### src/rtl/core/vrc_pkg.sv
// Package for the vector rotate CORDIC core: widths, constants, FSM state,
// controller/datapath command and status structs, arctangent table.
// No dependencies.
package vrc_pkg;

  localparam int unsigned AngleW     = 10;
  localparam int unsigned CoordW     = 8;
  localparam int unsigned AccW       = 18;
  localparam int unsigned PhaseW     = 12;
  localparam int unsigned IdxW       = 3;
  localparam int unsigned MaxIter    = 8;
  localparam int unsigned Iterations = 8;
  localparam int unsigned InDataW    = 32;
  localparam int unsigned OutDataW   = 16;

  localparam logic [AngleW-1:0]        AngleMask = 10'b1111111100;
  localparam logic signed [PhaseW-1:0] HalfPiQ7  = 12'sd201;

  typedef enum logic [4:0] {
    StIdle   = 5'b00001,
    StReduce = 5'b00010,
    StIter   = 5'b00100,
    StGain   = 5'b01000,
    StFinish = 5'b10000
  } state_e;

  typedef struct packed {
    logic load;
    logic reduce;
    logic iter;
    logic gain;
    logic out_load;
  } cmd_t;

  typedef struct packed {
    logic a_ge_half;
    logic iter_last;
  } status_t;

  function automatic logic signed [PhaseW-1:0] atan_q7(input logic [IdxW-1:0] idx);
    logic signed [PhaseW-1:0] v;
    case (idx)
      3'd0:    v = 12'sh065;
      3'd1:    v = 12'sh03B;
      3'd2:    v = 12'sh01F;
      3'd3:    v = 12'sh010;
      3'd4:    v = 12'sh008;
      3'd5:    v = 12'sh004;
      3'd6:    v = 12'sh002;
      default: v = 12'sh001;
    endcase
    return v;
  endfunction

endpackage

### src/rtl/core/vrc_ctrl.sv
// Controller FSM for the vector rotate CORDIC core: sequences reduce,
// micro-rotations, gain and output load. Depends on vrc_pkg.
module vrc_ctrl (
  input  logic               clk_i,
  input  logic               rst_ni,
  input  logic               in_valid_i,
  output logic               in_ready_o,
  output logic               out_valid_o,
  input  logic               out_ready_i,
  input  vrc_pkg::status_t   status_i,
  output vrc_pkg::cmd_t      cmd_o
);

  vrc_pkg::state_e state_q, state_d;
  logic out_valid_q, out_valid_d;

  always_comb begin
    state_d     = state_q;
    out_valid_d = out_valid_q & ~out_ready_i;
    cmd_o       = '0;
    in_ready_o  = 1'b0;
    case (state_q)
      vrc_pkg::StIdle: begin
        in_ready_o = 1'b1;
        if (in_valid_i) begin
          cmd_o.load = 1'b1;
          state_d    = vrc_pkg::StReduce;
        end
      end
      vrc_pkg::StReduce: begin
        if (status_i.a_ge_half) cmd_o.reduce = 1'b1;
        else                    state_d = vrc_pkg::StIter;
      end
      vrc_pkg::StIter: begin
        cmd_o.iter = 1'b1;
        if (status_i.iter_last) state_d = vrc_pkg::StGain;
      end
      vrc_pkg::StGain: begin
        cmd_o.gain = 1'b1;
        state_d    = vrc_pkg::StFinish;
      end
      vrc_pkg::StFinish: begin
        if (!out_valid_q || out_ready_i) begin
          cmd_o.out_load = 1'b1;
          out_valid_d    = 1'b1;
          state_d        = vrc_pkg::StIdle;
        end
      end
      default: state_d = vrc_pkg::StIdle;
    endcase
  end

  always_ff @(posedge clk_i or negedge rst_ni) begin
    if (!rst_ni) begin
      state_q     <= vrc_pkg::StIdle;
      out_valid_q <= 1'b0;
    end else begin
      state_q     <= state_d;
      out_valid_q <= out_valid_d;
    end
  end

  assign out_valid_o = out_valid_q;

endmodule

### src/rtl/core/vrc_datapath.sv
// Datapath for the vector rotate CORDIC core: angle reduction, shared
// micro-rotation unit, gain correction, quadrant fix, output register.
// Depends on vrc_pkg.
module vrc_datapath #(
  parameter int unsigned ITERATIONS = vrc_pkg::Iterations
) (
  input  logic                               clk_i,
  input  logic                               rst_ni,
  input  logic [vrc_pkg::AngleW-1:0]         angle_q7_i,
  input  logic signed [vrc_pkg::CoordW-1:0]  x_in_i,
  input  logic signed [vrc_pkg::CoordW-1:0]  y_in_i,
  input  vrc_pkg::cmd_t                      cmd_i,
  output vrc_pkg::status_t                   status_o,
  output logic signed [vrc_pkg::CoordW-1:0]  x_out_o,
  output logic signed [vrc_pkg::CoordW-1:0]  y_out_o
);

  localparam int unsigned AccW = vrc_pkg::AccW;

  logic signed [vrc_pkg::PhaseW-1:0] a_q;
  logic signed [AccW-1:0]            x_q, y_q;
  logic [1:0]                        quad_q;
  logic [vrc_pkg::IdxW-1:0]          cnt_q;
  logic signed [vrc_pkg::CoordW-1:0] xo_q, yo_q;

  logic signed [AccW-1:0]            sx, sy, xg, yg, rx, ry;
  logic signed [vrc_pkg::PhaseW-1:0] at;

  // reset only on the iteration counter; payload needs none
  always_ff @(posedge clk_i or negedge rst_ni) begin
    if (!rst_ni) begin
      cnt_q <= '0;
    end else if (cmd_i.load) begin
      cnt_q <= '0;
    end else if (cmd_i.iter) begin
      cnt_q <= cnt_q + 1'b1;
    end
  end

  assign sx = x_q >>> cnt_q;
  assign sy = y_q >>> cnt_q;
  assign at = vrc_pkg::atan_q7(cnt_q);

  // gain 0.609375 then scale back by 2^-7
  assign xg = ((x_q >>> 6) + (x_q >>> 5) + (x_q >>> 4) + (x_q >>> 1)) >>> 7;
  assign yg = ((y_q >>> 6) + (y_q >>> 5) + (y_q >>> 4) + (y_q >>> 1)) >>> 7;

  always_comb begin
    case (quad_q)
      2'd0:    begin rx = x_q;  ry = y_q;  end
      2'd1:    begin rx = -y_q; ry = x_q;  end
      2'd2:    begin rx = -x_q; ry = -y_q; end
      default: begin rx = y_q;  ry = -x_q; end
    endcase
  end

  always_ff @(posedge clk_i) begin
    if (cmd_i.load) begin
      a_q    <= vrc_pkg::PhaseW'({2'b00, angle_q7_i & vrc_pkg::AngleMask});
      x_q    <= AccW'(x_in_i) <<< 7;
      y_q    <= AccW'(y_in_i) <<< 7;
      quad_q <= 2'd0;
    end else if (cmd_i.reduce) begin
      a_q    <= a_q - vrc_pkg::HalfPiQ7;
      quad_q <= quad_q + 2'd1;
    end else if (cmd_i.iter) begin
      if (!a_q[vrc_pkg::PhaseW-1]) begin
        x_q <= x_q - sy;
        y_q <= y_q + sx;
        a_q <= a_q - at;
      end else begin
        x_q <= x_q + sy;
        y_q <= y_q - sx;
        a_q <= a_q + at;
      end
    end else if (cmd_i.gain) begin
      x_q <= xg;
      y_q <= yg;
    end
    if (cmd_i.out_load) begin
      xo_q <= rx[vrc_pkg::CoordW-1:0];
      yo_q <= ry[vrc_pkg::CoordW-1:0];
    end
  end

  assign status_o.a_ge_half = (a_q >= vrc_pkg::HalfPiQ7);
  assign status_o.iter_last = (cnt_q == vrc_pkg::IdxW'(ITERATIONS - 1));
  assign x_out_o = xo_q;
  assign y_out_o = yo_q;

endmodule

### src/rtl/core/vector_rotate_cordic_core.sv
// Vector rotate CORDIC core: rotates a signed 8-bit point by a Q7 angle
// (angle bits 1:0 ignored). One word at a time: after a word is accepted the
// block runs angle reduction (k = 0..5 subtractions of pi/2), ITERATIONS
// micro-rotations on the shared micro-rotation unit, gain correction and the
// load of the output register (held off while a stalled result waits); it
// then returns to idle before it accepts the next input word.
// The result word waits in the output register while the next word runs.
// Top level; depends on vrc_pkg, vrc_ctrl, vrc_datapath.
module vector_rotate_cordic_core #(
  parameter int unsigned ITERATIONS = vrc_pkg::Iterations
) (
  input  logic                          clk_i,
  input  logic                          rst_ni,
  input  logic                          s_tvalid_i,
  output logic                          s_tready_o,
  // [9:0] angle_q7, [17:10] x_in, [25:18] y_in, [31:26] zero
  input  logic [vrc_pkg::InDataW-1:0]   s_tdata_i,
  output logic                          m_tvalid_o,
  input  logic                          m_tready_i,
  // [7:0] x_out, [15:8] y_out
  output logic [vrc_pkg::OutDataW-1:0]  m_tdata_o
);

  vrc_pkg::cmd_t    cmd;
  vrc_pkg::status_t status;
  logic signed [vrc_pkg::CoordW-1:0] x_out, y_out;

  vrc_ctrl u_ctrl (
    .clk_i       (clk_i),
    .rst_ni      (rst_ni),
    .in_valid_i  (s_tvalid_i),
    .in_ready_o  (s_tready_o),
    .out_valid_o (m_tvalid_o),
    .out_ready_i (m_tready_i),
    .status_i    (status),
    .cmd_o       (cmd)
  );

  vrc_datapath #(
    .ITERATIONS (ITERATIONS)
  ) u_datapath (
    .clk_i      (clk_i),
    .rst_ni     (rst_ni),
    .angle_q7_i (s_tdata_i[9:0]),
    .x_in_i     (s_tdata_i[17:10]),
    .y_in_i     (s_tdata_i[25:18]),
    .cmd_i      (cmd),
    .status_o   (status),
    .x_out_o    (x_out),
    .y_out_o    (y_out)
  );

  assign m_tdata_o = {y_out, x_out};

endmodule

### config.mk
export PLATFORM = sky130hd
export DESIGN_NAME = vector_rotate_cordic_core
export DESIGN_NICKNAME = d
export VERILOG_FILES = /design/src/rtl/core/vrc_pkg.sv /design/src/rtl/core/vrc_ctrl.sv /design/src/rtl/core/vrc_datapath.sv /design/src/rtl/core/vector_rotate_cordic_core.sv
export SDC_FILE = /design/constraint.sdc
export NUM_CORES = 1
export LEC_CHECK = 0
export ABC_AREA = 1
export BUFFER_PORTS_ARGS = -buffer_cell sky130_fd_sc_hd__buf_2
export CAP_MARGIN = 25
export CORE_ASPECT_RATIO = 1.4
export CORE_MARGIN = 2
export CORE_UTILIZATION = 35
export DETAILED_ROUTE_END_ITERATION = 10
export PLACE_DENSITY = 0.59
export SKIP_LAST_GASP = 1
export SYNTH_ARGS = -nofsm -noshare
export SYNTH_HDL_FRONTEND = slang
export SYNTH_SLANG_ARGS = --single-unit
### constraint.sdc
create_clock -name clk_i -period 3.67 [get_ports clk_i]
set_input_delay 0.734 -clock clk_i [delete_from_list [all_inputs] [get_ports clk_i]]
set_output_delay 0.734 -clock clk_i [all_outputs]
set_load 0.1 [all_outputs]
-- Word-level counts from Yosys, hierarchy flattened
Cells that the tools add are included.
- bits in registers: 75
- input port bits: 36
- output and inout bits: 18
- logic and storage cells: 101
- add/subtract/negate cells: 17
- order comparisons: 1
- equality and inequality tests: 19
- shift-type cells: 2
- mux-type cells: 35
- bitwise gates (word level): 3
- reduce and logical (&&, ||, !) cells: 12
- operator list (kind ; count):
    $mux W18 ; 10
    $pmux W7 S7 ; 1
    $pmux W8 S3 ; 2
    $add A18 B17 Y18 ; 2
    $add A18 B18 Y18 ; 2
    $mux W12 ; 3
    $sshr A18 B3 Y18 ; 2
    $sub A18 B18 Y18 ; 2
    $add A14 B14 Y15 ; 2
    $add A12 B13 Y14 ; 2
    $pmux W5 S5 ; 1
    $mux W5 ; 4
    $neg A8 Y8 ; 2
    $add A12 B12 Y12 ; 1
    $eq A3 B3 Y1 const B ; 4
    $ge A12 B9 Y1 const B ; 1
    $sub A12 B12 Y12 ; 1
    $sub A12 B9 Y12 const B ; 1
    $mux W1 ; 11
    $mux W10 ; 1
    $eq A3 B2 Y1 const B ; 2
    $mux W3 ; 2
    $ne A2 B2 Y1 const B ; 3
    $reduce_bool A2 Y1 ; 3
    other kinds (20) ; 24

-- Depth between registers and ports, before layout
Gate-level depths: netlist (run 1).
- depth after elaboration: 7
- mapped depth: 29
- mapped depth without buffers: 28

-- Hierarchy
A second synthesis (run 1) with hierarchy kept.
- cell total of the unflattened synthesis: 1610
- area total of the unflattened synthesis: 10971.8 um^2
- modules (own cells, without submodules) (module ; instances ; cells each ; area each (um^2) ; sequential area each (um^2)):
    vrc_datapath ; 1 ; 1561 ; 10620.2 ; 1856.8
    vrc_ctrl ; 1 ; 49 ; 351.6 ; 151.4

-- Least setup slack after synthesis (run 1)
OpenSTA, ideal clock, no wires.
- kind: reg-to-reg
- start: register u_ctrl.state_q[0]
- end: register u_datapath.x_q[10] (enable)
- library setup time: 378 ps
- arrival time: 4737 ps
- data required time: 3292 ps
- setup slack: -1445 ps
- stages on the path, launching flop included: 7
- path buffers: 0
- clock period less this slack: 5115 ps
- cell sequence: dfstp_2 inv_1 nor4_1 nand2_1 inv_1 nor2_1 inv_1
- word-level cells in the longest chain between the ends: 4
- elaborated cells between the ends (all ways): 11
- classes of those cells: 5 x eq/ne; 4 x mux; 2 x reduce/logical
- RTL lines (what ; RTL line ; text):
    from (decl) ; vrc_ctrl.sv:14 ; vrc_pkg::state_e state_q, state_d;
    from (signal assigned) ; vrc_ctrl.sv:55 ; state_q <= vrc_pkg::StIdle;
    from (signal assigned) ; vrc_ctrl.sv:58 ; state_q <= state_d;
    $eq A5 B2 Y1, or another cell as far along ; vrc_ctrl.sv:22 ; case (state_q)
    $mux W1 ; vrc_ctrl.sv:22 ;
    $ne A2 B1 Y1 (no line) or $reduce_bool A3 Y1 (tied branches) ; n/a ;
    $reduce_and A2 Y1 (no line) (*) ; n/a ;
    to (signal assigned) ; vrc_datapath.sv:60 ; x_q <= AccW'(x_in_i) <<< 7;
    to (signal assigned) ; vrc_datapath.sv:68 ; x_q <= x_q - sy;
    to (signal assigned) ; vrc_datapath.sv:72 ; x_q <= x_q + sy;
    to (decl) ; vrc_datapath.sv:21 ; logic signed [AccW-1:0] x_q, y_q;
Every way passes the cells marked *; elsewhere a longest branch is shown, timed or not.
A chain may end at the register's enable or synchronous reset.

-- Worst setup path in the final report (run 1)
- start: register u_datapath.x_q[7]
- end: register u_datapath.x_q[7] (data pin)
- word-level cells in the longest chain between the ends: 7
- elaborated cells between the ends (all ways): 10
- classes of those cells: 5 x add/sub; 5 x mux
- RTL lines (what ; RTL line ; text):
    $add A12 B13 Y14 ; vrc_datapath.sv:45 ; assign xg = ((x_q >>> 6) + (x_q >>> 5) + (x_q >>> 4) + (x_q >>> 1)) >>> 7;
    $add A14 B14 Y15 ; vrc_datapath.sv:45 ;
    $add A18 B17 Y18 ; vrc_datapath.sv:45 ;
    $mux W18 ; vrc_datapath.sv:76 ; end else if (cmd_i.gain) begin
    $mux W18 (*) ; vrc_datapath.sv:66 ; end else if (cmd_i.iter) begin
    $mux W18 (*) ; vrc_datapath.sv:63 ; end else if (cmd_i.reduce) begin
    $mux W18 (*) ; vrc_datapath.sv:58 ; if (cmd_i.load) begin
Every way passes the cells marked *; elsewhere a longest branch is shown, timed or not. The select of a mux whose other input is x is not followed.

==> metrics.cfg, run 1 <==
[status]
run_status=complete, but fails checks
violations=setup timing

[sta]
fin_ws_ps=-221
max_freq_mhz=257
timing.final.crit_share=1.06
setup_violations=11
finalHoldViolCount=0
drv_slew=0
period_needed_ps=3890
rsz0062_at_grt=yes
worst_pin_slew_ps=710
skew_ps=9.53
slew-limit-headroom=0.526

[flow_run]
cap_violations=0

[setup_path]
crit_fanout=4
cpLargestDelayFamily=adder cells
crit_top_cell=nand2_1
crit_start=u_datapath.x_q[7]$_DFFE_PP_
r2r_cells=20
critical_path_arrival_ps=4000
crit_cells=20
crit_type=reg -> reg
critPathLaunchType=flop
r2r_slack_ps=-220
required_ps=3780
critPathMaxStageDelay_ps=490
cpMaxStageDelayCell=fa_1
crit_chain=buf_4 -> buf_6 -> fa_1 -> ha_4 -> buf_4 -> a31oi_4 -> o21ai_2 -> a21o_1 -> a21oi_2 -> xor2_1 -> inv_1 -> ha_4 -> nand2_1 -> a21oi_1 -> a211oi_2 -> nand2_1 -> xor2_1 -> nand2_1 -> nand3_1 -> nand2_1
endpoint=u_datapath.x_q[7]$_DFFE_PP_
end_kind=flop
r2r_end=u_datapath.x_q[7]$_DFFE_PP_
cp.buffers_inverters=4
r2r-start=u_datapath.x_q[7]$_DFFE_PP_

[clock_network]
clockBufferDepth=2
cts_root_buffer=clkbuf_16
clkLatencyLatePin_ps=380
cts_buffers=9
tritoncts=done
htree_levels=3
clk_pin_slew_ps=70
hold_buffers=0
cts_sinks=75

[finish]
antenna_cells=0
area.growth.synth_to_final_pct=44.8
drive_gt1_frac=0.361
fin_nets=2299

[route]
routed_via_density=5.07
dr_total_vias=12997
ant_nets=0
wl_um=39000
firstDrtPassIters=5
avgRoutedWirePerCell_um=15.2
dr.first_iter.drc_count=651
remaining_drc_errors=0

[synthesis]
syn_nets=1969
avgSynthCellArea_um2=6.52
synth_top_area_share=0.160
synth_edf_count=46
ys_seq_area_frac=0.173
synth_common_cells=496 x nand2_1, 198 x inv_1, 152 x nand3_1
synth_async_sr_flop_share=0.120
synth_seq_cells=75
synth_top_cell_by_area=nand2_1
ys.flop_type=edfxtp_1
syn_area_um2=11600
synth_area_leaders=nand2_1 16%, ha_1 13%, edfxtp_1 12%
yosys_warnings=0
netlist-cell-type-count=51
synth_most_common_cell=nand2_1
synthCells=1783

[global_routing]
grt_max_degree=37
grt_usage=0.218
antenna_found_initial=0
grt_pass1_wl_um=60100
grt_pass1_vias=12511
globalRouteOverflowTotal=0

[placement]
dp_hpwl_um=29700
place_ws_ps=-365
gp_congestion=0.890
port_buffers=45

[floorplan]
fp.dieArea_um2=34700
row_count=79
core_um2=33000
initial_core_util=0.352
fp.dieW_um=158
fp.dieH_um=220
pin_count=54

[min_path]
hold_class=in -> async

-- worst min path at each step --
stage                                      startpoint                                end  cells after the start
floorplan                                      rst_ni       u_ctrl.out_valid_o$_DFF_PN0_                      0
global placement    u_datapath.quad_q[1]$_SDFFE_PP0P_  u_datapath.quad_q[1]$_SDFFE_PP0P_                      2
detailed placement  u_datapath.quad_q[1]$_SDFFE_PP0P_  u_datapath.quad_q[1]$_SDFFE_PP0P_                      2
CTS                                            rst_ni       u_ctrl.out_valid_o$_DFF_PN0_                      1
global route                                   rst_ni       u_ctrl.out_valid_o$_DFF_PN0_                      1
finish                                         rst_ni    u_datapath.cnt_q[2]$_DFFE_PN0P_                      1
-- metal layers --
metal / track usage / part of all wire / up-vias
met2: 0.411 / 0.52 / 223
met4: 0.0952 / 0.041 / 0
met5: 0 / 0 / -
met3: 0.0169 / 0.024 / 73
met1: 0.248 / 0.41 / 6084
li1: - / - / 6617
-- sequential cells by signal, summed over array words and instances (netlist names), 2 cells and up --
name                flops
u_datapath.cnt_q        3
u_datapath.x_out_o      8
u_datapath.quad_q       2
u_datapath.y_q         18
u_ctrl.state_q          5
u_datapath.x_q         18
u_datapath.y_out_o      8
u_datapath.a_q         12
-- cells by family (layout without fill, tap and decap cells) --
family,Yosys count,count (layout),share of synthesized area
and+or+nand+nor,848,848,0.312
buffers and inverters,258,593,0.0920
xor gates and xnor gates,98,98,0.0738
adders and majority gates,150,150,0.180
DFF,75,75,0.173
AOI/OAI and AO/OA,354,354,0.169
-- area by class of cell --
cell class,count,area (um2)
Clock inverter,5,41.3
Tap cell,445,557
Timing Repair Buffer,365,2810
Fill cell,3266,16200
Multi-Input combinational cell,1450,10300
Sequential cell,75,2010
Clock buffer,11,264
Inverter,212,817
-- repair_timing --
| action | in CTS | in global routing |
|---|---|---|
| pin swaps | 38 | 158 |
| buffers inserted | 22 | 44 |
| gates resized for setup | 95 | 365 |
| gates cloned | 0 | 1 |
| setup endpoints to repair | 33 | 43 |
-- worst reg2reg max path: stages (launching register included) --
cell      delay [ps]
edfxtp_1         450
buf_4            170
buf_6            110
fa_1             490
ha_4             290
buf_4            140
a31oi_4          170
o21ai_2          100
a21o_1           180
a21oi_2          190
xor2_1           160
inv_1             80
ha_4             300
nand2_1           80
a21oi_1          160
a211oi_2          50
nand2_1          120
xor2_1           150
nand2_1           70
nand3_1           90
nand2_1           90
-- per-stage QoR --
step,std cells,TNS (ps),instance area [um2],util,hold slack [ps]
detailed placement,2488,-3930,14300,0.433,530
CTS,2526,-1330,15100,0.456,196
global placement,2488,-3070,14300,0.433,502
floorplan,1783,0,11800,-,438
finish,2563,-1280,16800,0.510,203
global route,2563,-6950,16800,0.510,213
-- layout by cell type (no fill, tap or decap), types with 27 or more instances in the layout --
cell / count
inv_2: 27
o21ai_1: 30
o21ai_2: 37
buf_2: 45
edfxtp_1: 46
nand3_1: 123
o21ai_0: 68
nor2_1: 77
xnor2_1: 29
ha_1: 82
nand2_2: 71
xor2_1: 67
a21oi_2: 40
buf_6: 27
nand3_2: 34
a21oi_1: 88
inv_1: 180
buf_4: 286
nand2_1: 428
ha_4: 34
Power of run 1 is left out: the tool's default activity adds up to more than one toggle a clock period on the data nets, which glitch-free logic cannot reach.
==> run 2: changes to the inputs <==
--- a/config.mk
+++ b/config.mk
@@ -15,4 +15,5 @@
 export PLACE_DENSITY = 0.59
 export SKIP_LAST_GASP = 1
+export SLEW_MARGIN = 20
 export SYNTH_ARGS = -nofsm -noshare
 export SYNTH_HDL_FRONTEND = slang
==> constraint.sdc (replaced) <==
create_clock -name clk_i -period 3.67 [get_ports clk_i]
set_input_delay 0.367 -clock clk_i [delete_from_list [all_inputs] [get_ports clk_i]]
set_output_delay 0.367 -clock clk_i [all_outputs]
set_load 0.1 [all_outputs]
==> metrics.cfg, run 2 (synthesized netlist as in run 1, its figures left out) <==
[global_routing]
grt_max_degree=37
groute.layer.met2.usage=0.419
globalRouteOverflowTotal=0
grt_usage=0.219
grt_pass1_vias=12672
gr-usage-met3=0.0193
antenna_found_initial=0
top_usage_layer=met2
grt_pass1_wl_um=60100
grtUsageMet1=0.239

[floorplan]
core_um2=33000
row_count=79
fp.dieW_um=158
fp.dieArea_um2=34700
fp.dieH_um=220
pin_count=54
initial_core_util=0.352

[setup_path]
r2r_cells=19
endpoint=u_datapath.y_q[7]$_DFFE_PP_
r2r-start=u_datapath.y_q[7]$_DFFE_PP_
required_ps=3810
crit_start=u_datapath.y_q[7]$_DFFE_PP_
r2r_end=u_datapath.y_q[7]$_DFFE_PP_
crit_fanout=4
critPathLaunchType=flop
critical_path_arrival_ps=3930
end_kind=flop
r2r_slack_ps=-120
crit_type=reg -> reg

[route]
dr_total_vias=13228
firstDrtPassIters=7
remaining_drc_errors=0
dr.first_iter.drc_count=715
wl_um=39900
avgRoutedWirePerCell_um=15.5
ant_nets=0
routed_via_density=5.13

[finish]
multi_input_area_um2=10200
largestRegisters=u_datapath.x_q: 18 flops, u_datapath.y_q: 18 flops, u_datapath.a_q: 12 flops
area.growth.synth_to_final_pct=45.4
final_cells=2578
final_cell_mix=420 x nand2_1, 306 x buf_4, 176 x inv_1
drive_gt1_frac=0.371
antenna_cells=0
fin_nets=2314
fillers=3234
seqCellArea_um2=2020
final_common_cell=nand2_1

[clock_network]
tritoncts=done
clkLatencyLatePin_ps=380
cts_buffers=9
clk_pin_slew_ps=70
clockBufferDepth=2
cts_root_buffer=clkbuf_16
cts_sinks=75
htree_levels=3

[sta]
fin_ws_ps=-124
max_freq_mhz=264
rsz0062_at_grt=yes
setup_violations=12
timing.final.crit_share=1.03
skew_ps=8.93
worst_pin_slew_ps=770
slew-limit-headroom=0.486
finalHoldViolCount=0
drv_slew=0
period_needed_ps=3790

[placement]
port_buffers=45
dp_cells=2486
gp_congestion=0.901
dp_hpwl_um=30100

[min_path]
hold_class=in -> reg
hold_start=s_tvalid_i

[status]
violations=setup timing
run_status=complete, but fails checks

[flow_run]
cap_violations=0

## run 2: changes by cell type in the layout (fill, tap and decap cells not counted), sizes merged
cell,delta
dlygate4sd3,+1
clkinv,-2
clkbuf,+1
buf,+12
inv,+2
clkinvlp,+1
## run 2: worst min path at each step
| stage | slack (ps) | cells after the start | to |
|---|---|---|---|
| detailed placement | 240 | 1 | u_ctrl.out_valid_o$_DFF_PN0_ |
| floorplan | 70 | 0 | u_ctrl.out_valid_o$_DFF_PN0_ |
| finish | 190 | 2 | u_ctrl.state_q[0]$_DFFE_PN1P_ |
| CTS | 170 | 2 | u_ctrl.state_q[0]$_DFFE_PN1P_ |
| global route | 190 | 2 | u_ctrl.state_q[0]$_DFFE_PN1P_ |
| global placement | 240 | 1 | u_ctrl.out_valid_o$_DFF_PN0_ |
## run 2: what timing repair did
action	in CTS	in global routing
setup buffers	18	54
cloned	1	3
hold buffers	1	0
resized for setup	97	345
endpoints found under the setup margin	29	41
endpoints found under the hold margin	8	0
pin swaps	33	130
## run 2: per-stage QoR
step | area, um2 | util | hold slack, ps | setup WS (ps) | TNS, ps
2_1_floorplan | 11800 | - | 71.4 | 9.86 | 0
3_3_place_gp | 14300 | 0.433 | 241 | -246 | -2730
3_5_place_dp | 14300 | 0.433 | 244 | -290 | -3880
4_1_cts | 15000 | 0.456 | 172 | -153 | -877
5_1_grt | 16900 | 0.512 | 193 | -383 | -4630
6_report | 16900 | 0.512 | 192 | -124 | -723
## run 2: cell type report
cell class | instances | share of cell area
tap | 445 | 0.0329
inverter | 212 | 0.0486
sequential | 75 | 0.119
timing repair buffer | 380 | 0.175
clock inverter | 6 | 0.00311
clock buffer | 10 | 0.0148
multi-input combinational | 1450 | 0.606
## run 2: critical path, cell delays in order, from the launching register on
cell and delay [ps]:
edfxtp_1 500, buf_6 180, fa_1 540, ha_4 220, buf_6 120, a31oi_4 190
o21ai_2 90, a21o_1 190, a21oi_2 170, xor2_1 170, inv_1 90, ha_4 300
nand2_2 60, nor2_2 150, nand3_1 110, nand2_2 100, xor2_1 160, nand2_1 70
nand3_1 80, nand2_1 50
## run 2: layer usage
metal,vias to the layer above,routed length (um)
li1,6627,-
met5,-,0
met4,0,1660
met1,6252,15700
met3,81,1180
met2,268,21300
Power of run 2 is left out for the same reason.
==> run 3: changes to the inputs <==
Settings changed: ABC_AREA 1 to not set.
==> metrics.cfg, run 3 <==
[placement]
dp_cells=2027
gp_congestion=0.901
dp_hpwl_um=28700
port_buffers=45

[finish]
fin_nets=1906
drive_gt1_frac=0.393
antenna_cells=0
largestRegisters=u_datapath.x_q: 18 flops, u_datapath.y_q: 18 flops, u_datapath.a_q: 12 flops
final_cells=2115
final_cell_mix=354 x buf_4, 123 x nor2_1, 99 x ha_1
area.growth.synth_to_final_pct=46.4
fillers=2788
final_common_cell=buf_4

[sta]
fin_ws_ps=-654
period_needed_ps=4320
setup_violations=40
worst_pin_slew_ps=825
skew_ps=14.6
max_freq_mhz=231
finalHoldViolCount=0
drv_slew=0
rsz0062_at_grt=yes
slew-limit-headroom=0.450
timing.final.crit_share=1.18

[floorplan]
fp.dieArea_um2=33000
pin_count=54
core_um2=30900
fp.dieW_um=154
row_count=76
fp.dieH_um=214
initial_core_util=0.357

[route]
firstDrtPassIters=7
dr_total_vias=11795
avgRoutedWirePerCell_um=18.0
remaining_drc_errors=0
ant_nets=0
dr.first_iter.drc_count=689
wl_um=38200
routed_via_density=5.58

[synthesis]
yosys_warnings=0
ys_seq_area_frac=0.182
synth_area_leaders=ha_1 14%, edfxtp_1 13%, xnor2_1 6.0%
synthCells=1335
avgSynthCellArea_um2=8.26
syn_nets=1521
synth_common_cells=133 x nor2_1, 122 x a21oi_1, 121 x ha_1
synth_seq_cells=75
synth_top_cell_by_area=ha_1
synth_top_area_share=0.137
netlist-cell-type-count=82
synth_most_common_cell=nor2_1
synth_edf_count=46
synth_async_sr_flop_share=0.120
syn_area_um2=11000
ys.flop_type=edfxtp_1

[setup_path]
cpMaxStageDelayCell=fa_1
crit_cells=18
r2r_slack_ps=-650
r2r_cells=18
required_ps=3910
critPathLaunchType=flop
cpLargestDelayFamily=simple AND/OR/NAND/NOR gates
end_kind=flop
critical_path_arrival_ps=4570
cp.buffers_inverters=1
critPathMaxStageDelay_ps=520
crit_fanout=4
crit_type=reg -> reg
crit_chain=fa_1 -> ha_1 -> a21o_1 -> a21oi_2 -> nand2b_4 -> a21boi_2 -> or3_1 -> a31oi_2 -> xnor2_1 -> ha_2 -> or3_1 -> or3_4 -> buf_6 -> a31oi_4 -> xor2_1 -> nor2_1 -> o21ai_1 -> o21ai_1

[global_routing]
grt_pass1_wl_um=59700
grt_usage=0.224
grt_max_degree=32
antenna_found_initial=0
grt_pass1_vias=11975
globalRouteOverflowTotal=0

[min_path]
min_path_cells=2
hold_class=in -> reg

[clock_network]
cts_buffers=9
tritoncts=done
cts_root_buffer=clkbuf_16
clockBufferDepth=2
clk_pin_slew_ps=70
clkLatencyLatePin_ps=360
htree_levels=3
cts_sinks=75

[status]
violations=setup timing
run_status=complete, but fails checks

[flow_run]
cap_violations=0

## run 3: changes by cell type after synthesis, moves of 23 or more
cell,previous run,this run
nand2_1,496,87
inv_1,198,55
nand3_1,152,27
mux2i_1,0,48
xnor2_1,30,76
o21ai_0,123,86
xor2_1,68,33
clkbuf_1,16,48
nand2_2,24,0
nor2_1,110,133
## run 3: per-stage QoR
stage          hold WS (ps)  instance area (um2)  TNS, ps  worst slack, ps   util
6_report                173                16100   -17010             -654  0.522
5_1_grt                 199                16100   -23850             -800  0.522
4_1_cts                 160                15400   -15050             -604  0.498
3_5_place_dp            251                14300   -18310             -691  0.463
3_3_place_gp            246                14300   -15890             -591  0.463
2_1_floorplan          71.4                11500    -9000             -549      -
## run 3: kinds of logic (layout without fill, tap and decap cells)
logic type | after synthesis | count (layout) | synth area share
adders and majority gates | 150 | 150 | 0.190
DFF | 75 | 75 | 0.182
AOI/OAI and AO/OA | 401 | 401 | 0.234
buffers and inverters | 127 | 517 | 0.0481
xor gates and xnor gates | 109 | 109 | 0.0866
and+or+nand+nor | 399 | 399 | 0.173
muxes | 74 | 74 | 0.0865
## run 3: cell type report
| cell class | count | area (um2) | share of cell area |
|---|---|---|---|
| Clock buffer | 12 | 268 | 0.0166 |
| Clock inverter | 4 | 32.5 | 0.00202 |
| Inverter | 58 | 220 | 0.0136 |
| Multi-Input combinational cell | 1133 | 9610 | 0.595 |
| Sequential cell | 75 | 2020 | 0.125 |
| Tap cell | 390 | 488 | 0.0302 |
| Timing Repair Buffer | 443 | 3500 | 0.217 |
## run 3: layer usage
metal  global-route usage  routed length (um)
met5                    0                   0
met4                0.107                1690
met3               0.0261                1250
met2                0.425               20600
met1                0.243               14600
## run 3: worst paths after layout
path / from / to
worst max-delay path: u_datapath.y_q[7]$_DFFE_PP_ / u_datapath.y_q[3]$_SDFFE_PP0P_
worst min-delay path: s_tvalid_i / u_ctrl.state_q[0]$_DFFE_PN1P_
worst max register to register: u_datapath.y_q[7]$_DFFE_PP_ / u_datapath.y_q[3]$_SDFFE_PP0P_
worst min register to register: u_ctrl.state_q[2]$_DFFE_PN0P_ / u_ctrl.state_q[4]$_DFFE_PN0P_
max in group asynchronous: rst_ni / u_ctrl.state_q[0]$_DFFE_PN1P_
min in group asynchronous: rst_ni / u_ctrl.state_q[4]$_DFFE_PN0P_
## run 3: worst reg2reg max path, cell delays in order, from the launching register on
cell and delay (ps):
edfxtp_1 470, fa_1 520, ha_1 300, a21o_1 190
a21oi_2 160, nand2b_4 150, a21boi_2 60, or3_1 330
a31oi_2 190, xnor2_1 100, ha_2 180, or3_1 370
or3_4 370, buf_6 140, a31oi_4 180, xor2_1 190
nor2_1 70, o21ai_1 170, o21ai_1 80
## run 3: repair_timing
| item | in CTS | in global routing |
|---|---|---|
| endpoints found under the setup margin | 41 | 43 |
| setup buffers | 40 | 40 |
| pin swaps | 79 | 75 |
| resized for setup | 102 | 99 |
| hold buffers | 1 | 0 |
| hold endpoints to repair | 8 | 0 |
| gates cloned | 3 | 0 |
Power of run 3 is left out for the same reason.
